==> config.mk <==
export PLATFORM = sky130hd
export DESIGN_NAME = abps_front
export DESIGN_NICKNAME = d
export VERILOG_FILES = /design/src/design/abps_pkg.sv /design/src/design/abps_front.sv
export SDC_FILE = /design/constraint.sdc
export NUM_CORES = 1
export LEC_CHECK = 0
export BUFFER_PORTS_ARGS = -buffer_cell sky130_fd_sc_hd__buf_2
export CORE_ASPECT_RATIO = 1.25
export CORE_MARGIN = 2
export CORE_UTILIZATION = 52
export DETAILED_ROUTE_END_ITERATION = 6
export GPL_TIMING_DRIVEN = 1
export PLACE_DENSITY = 0.89
export SKIP_CTS_REPAIR_TIMING = 1
export SYNTH_ARGS = -nofsm -noshare
export SYNTH_HDL_FRONTEND = slang
export SYNTH_SLANG_ARGS = --single-unit
==> constraint.sdc <==
create_clock -name clk_i -period 3.4 [get_ports clk_i]
set_input_delay 0.17 -clock clk_i [delete_from_list [all_inputs] [get_ports clk_i]]
set_output_delay 0.17 -clock clk_i [all_outputs]
set_load 0.02 [all_outputs]
==> src/design/abps_pkg.sv <==
// shared constants and types of the affine bilinear patch sampler
package abps_pkg;

  localparam int FRAC_BITS  = 14;
  localparam int PATCH_DIM  = 256;
  localparam int COORD_W    = $clog2(PATCH_DIM);
  localparam int HALF_W     = COORD_W - 1;
  localparam int BANK_AW    = 2 * HALF_W;
  localparam int BANK_DEPTH = 1 << BANK_AW;
  localparam int COEF_W     = 18;
  localparam int REL_W      = 9;
  localparam int PIX_W      = 8;
  localparam int PROD_W     = COEF_W + REL_W + 1;
  localparam int SUM_W      = PROD_W + 2;
  localparam int WHOLE_W    = SUM_W - FRAC_BITS;
  localparam int WGT_W      = FRAC_BITS + 1;
  localparam int HSUM_W     = PIX_W + WGT_W + 1;
  localparam int ACC_W      = HSUM_W + WGT_W + 1;
  localparam int CFG_IDX_W  = 3;
  localparam int CFG_DATA_W = COEF_W;
  localparam int FIFO_DEPTH = 2;

  typedef enum logic [CFG_IDX_W-1:0] {
    REG_COEF_XY  = 3'd0,
    REG_COEF_XX  = 3'd1,
    REG_COEF_YY  = 3'd2,
    REG_COEF_YX  = 3'd3,
    REG_OFFSET_X = 3'd4,
    REG_OFFSET_Y = 3'd5
  } cfg_reg_e;

  typedef enum logic {
    OP_LOAD   = 1'b0,
    OP_SAMPLE = 1'b1
  } op_e;

  typedef struct packed {
    logic               is_sample;
    logic [COORD_W-1:0] row;
    logic [COORD_W-1:0] col;
    logic [PIX_W-1:0]   pixel;
    logic [REL_W-1:0]   rel_x;
    logic [REL_W-1:0]   rel_y;
  } item_t;

  typedef struct packed {
    logic valid;
    logic pop;
  } queue_ctl_t;

endpackage

==> src/design/abps_front.sv <==
// front end: accepts requests, classifies them and queues them for the back end
module abps_front import abps_pkg::*; (
  input  logic               clk_i,
  input  logic               rst_ni,
  input  logic               in_valid_i,
  output logic               in_ready_o,
  input  logic               opcode_i,
  input  logic [COORD_W-1:0] load_row_i,
  input  logic [COORD_W-1:0] load_col_i,
  input  logic [PIX_W-1:0]   load_pixel_i,
  input  logic [REL_W-1:0]   rel_x_i,
  input  logic [REL_W-1:0]   rel_y_i,
  input  logic               pop_i,
  output queue_ctl_t         head_o,
  output item_t              item_o
);

  item_t       fifo_q [FIFO_DEPTH];
  logic        rd_ptr_q, rd_ptr_d;
  logic        wr_ptr_q, wr_ptr_d;
  logic [1:0]  cnt_q, cnt_d;
  logic        push, pop;
  item_t       in_item;

  always_comb begin
    in_item.is_sample = (op_e'(opcode_i) == OP_SAMPLE);
    in_item.row       = load_row_i;
    in_item.col       = load_col_i;
    in_item.pixel     = load_pixel_i;
    in_item.rel_x     = rel_x_i;
    in_item.rel_y     = rel_y_i;
  end

  assign in_ready_o = (cnt_q != 2'(FIFO_DEPTH));
  assign push       = in_valid_i && in_ready_o;
  assign pop        = pop_i && (cnt_q != 2'd0);

  always_comb begin
    rd_ptr_d = pop  ? ~rd_ptr_q : rd_ptr_q;
    wr_ptr_d = push ? ~wr_ptr_q : wr_ptr_q;
    cnt_d    = cnt_q + 2'(push) - 2'(pop);
  end

  always_ff @(posedge clk_i or negedge rst_ni) begin
    if (!rst_ni) begin
      rd_ptr_q <= 1'b0;
      wr_ptr_q <= 1'b0;
      cnt_q    <= 2'd0;
    end else begin
      rd_ptr_q <= rd_ptr_d;
      wr_ptr_q <= wr_ptr_d;
      cnt_q    <= cnt_d;
    end
  end

  always_ff @(posedge clk_i) begin
    if (push) begin
      fifo_q[wr_ptr_q] <= in_item;
    end
  end

  assign head_o.valid = (cnt_q != 2'd0);
  assign head_o.pop   = pop;
  assign item_o       = fifo_q[rd_ptr_q];

endmodule

==> metrics.txt <==
Setup-failing EPs final=0; ant diodes=0; total wire length=5492 microns; vias=1714; initial antenna violation count=0; setup tns final=0 ps; Net Sw Frac=0.3220; number of distinct library cells after synthesis=16; MaxCap Viol Count=0; met3 Use GR=0.03598; die area=0.007359 sq mm; Iter 0 DRT Violations=89; multiplexer share of the synthesized area=0.1814; cells along the critical path=buf_4 -> mux2_4 -> buf_2; Synth Warn #=0; # rows=33; max_slew headroom=0.3310; wire per inst=15.38 microns; # clock sinks=90; Worst Skew=13.06 ps; syn_area_per_cell=22.87 sq um; initial core utilization=0.5328; CTS tree=yes; Tmin final=2403 ps; critical path required time=3230 ps; Port Buffers=92; first-pass GRT wire length=8128 microns; final core occ=0.6697; Combinational Power Share=0.351; post-synthesis sequential area ratio=0.7718; Final Net Count=314; clk root buf=clkbuf_8; Worst Setup End Kind=primary output; critical path class=register to primary output; most frequent cells in the layout=buf_2, edfxtp_1, mux2_4; CORE AREA=0.006524 sq mm; CP peak stage delay=970 ps; Simple-Gate Fraction of Synth Area=0.01008; CP arrival=2230 ps; vias in the first global route=1690; routability cong.=0.7301; RSZ-0062 raised after global routing=false; Synth Cell Area=0.003476 sq mm; Final Hold Fails=0; crit path launch type=register; main combinational cell family by area after synthesis=multiplexers; met1 Resource Use GR=0.1860; setup slack after placement=1345 ps; status=completed; actual slew at the worst max-slew pin=1004 ps; DP HPWL=3740 microns; commonest non-fill, non-tap cell in the layout=buf_2; Worst-path clk slew=90 ps; Die X=77.13 microns; LEAKAGE=1.770 nW; Yosys reg bits=90; Int Power=0.002569 W; Max Slew Vio Count=0; sw power=0.001220 W; xor/xnor cell area share of the yosys netlist=0.01008; First-pass DRT Iterations=4; Max Clk Rate=0.4161 GHz; area share of fa/ha/maj cells after synthesis=0.007199; VDD IR max=569.5 uV; post-route clock period utilization=0.7068; H-tree Lvls=3; syn_nets=201; aggregate global-route resource usage=0.1515; Mapped Cells=152; clk_lat worst skew=340 ps; Synth Area in Compound Gates=0; Placed Cells=327; grt met2 use=0.2580; PwrDens=867.2 mW/mm^2; crit path max fanout=30; clock share of power=0.204; area grow syn2layout=25.70%; highest-delay cell along the critical path=dfrtp_2; Clock Tree Buf Depth=2; remaining antenna violation count=0; Vias/cell=4.801; total congestion overflow=0; layout cell share with drive strength beyond 1=0.5815; grt peak-use layer=met2; total power=0.003789 W; IO Pins=93; hold crit path type=input pin to register; die height=95.41 microns; CTS Buf Count=9; Seq pwr share=0.445; drc violations=0; final worst slack=997.0 ps; Layout Cells excl Fill=357; largest net degree at the start of global routing=44
## sequential cells by signal, summed over array words and instances (netlist names)
| register | flops |
|---|---|
| cnt_q | 2 |
| rd_ptr_q | 1 |
| wr_ptr_q | 1 |
| fifo_q | 86 |
## cell families after synthesis
logic type    Yosys count
simple gates            6
buf+inv                 7
mux                    43
xor+xnor                4
flops                  90
fa+ha+maj               2
## through the flow
stage          area, sq um  hold slack, ps
2_1_floorplan         3476          -125.6
3_3_place_gp          4006          -21.21
3_5_place_dp          4006          -19.83
4_1_cts               4229          -396.4
5_1_grt               4369          0.9122
6_report              4369           16.40
## synthesized netlist by cell type, drive strengths merged
cell type  instances  area share
nor2               1      0.0011
nand2b             1      0.0018
xor2               1      0.0025
edfxtp            86        0.74
or2                1      0.0018
xnor2              3      0.0076
inv                1      0.0011
nand2              1      0.0011
and3               1      0.0018
mux2              43        0.18
ha                 2      0.0072
buf                6       0.018
and2               1      0.0025
dfrtp              4       0.029
## final timing paths
kind                            cells past startpoint  slack (ps)            start       endpoint
worst max-delay path                                3        1000         rd_ptr_q     item_o[25]
worst min-delay path                                1          20  load_pixel_i[6]  fifo_q[1][24]
worst max register to register                      4        1430         cnt_q[1]   fifo_q[0][0]
worst min register to register                      1         540         cnt_q[0]       cnt_q[0]
max in group asynchronous                           2        3110           rst_ni       rd_ptr_q
min in group asynchronous                           2         160           rst_ni       cnt_q[1]
## worst max-delay path, delay by kind of cell, from the launching register on
kind,cells,cell delay [ps]
muxes,1,330
buffers and inverters,2,580
DFF,1,970
## metal layers
layer	part of all wire	vias to the layer above
li1	-	818
met1	0.41	827
met2	0.53	60
met3	0.043	9
met4	0.016	0
met5	0	-
## power groups by stage
stage                     combinational [W]  sequential (W)  clock, W
after floorplan                     0.00110         0.00160         0
after global placement              0.00130         0.00169         0
after detailed placement            0.00133         0.00171         0
after global routing                0.00142         0.00171  0.000836
after CTS                           0.00134         0.00169  0.000787
final                               0.00133         0.00169  0.000775
## final cells by class
| class | count | area [sq um] |
|---|---|---|
| multi-input combinational | 55 | 734.5 |
| timing repair buffer | 108 | 615.6 |
| tap | 87 | 108.9 |
| sequential | 90 | 2684 |
| clock inverter | 7 | 98.84 |
| inverter | 1 | 3.754 |
| clock buffer | 9 | 123.9 |
| fill | 451 | 2155 |
Note: power is estimated with default switching activity, not from simulation.
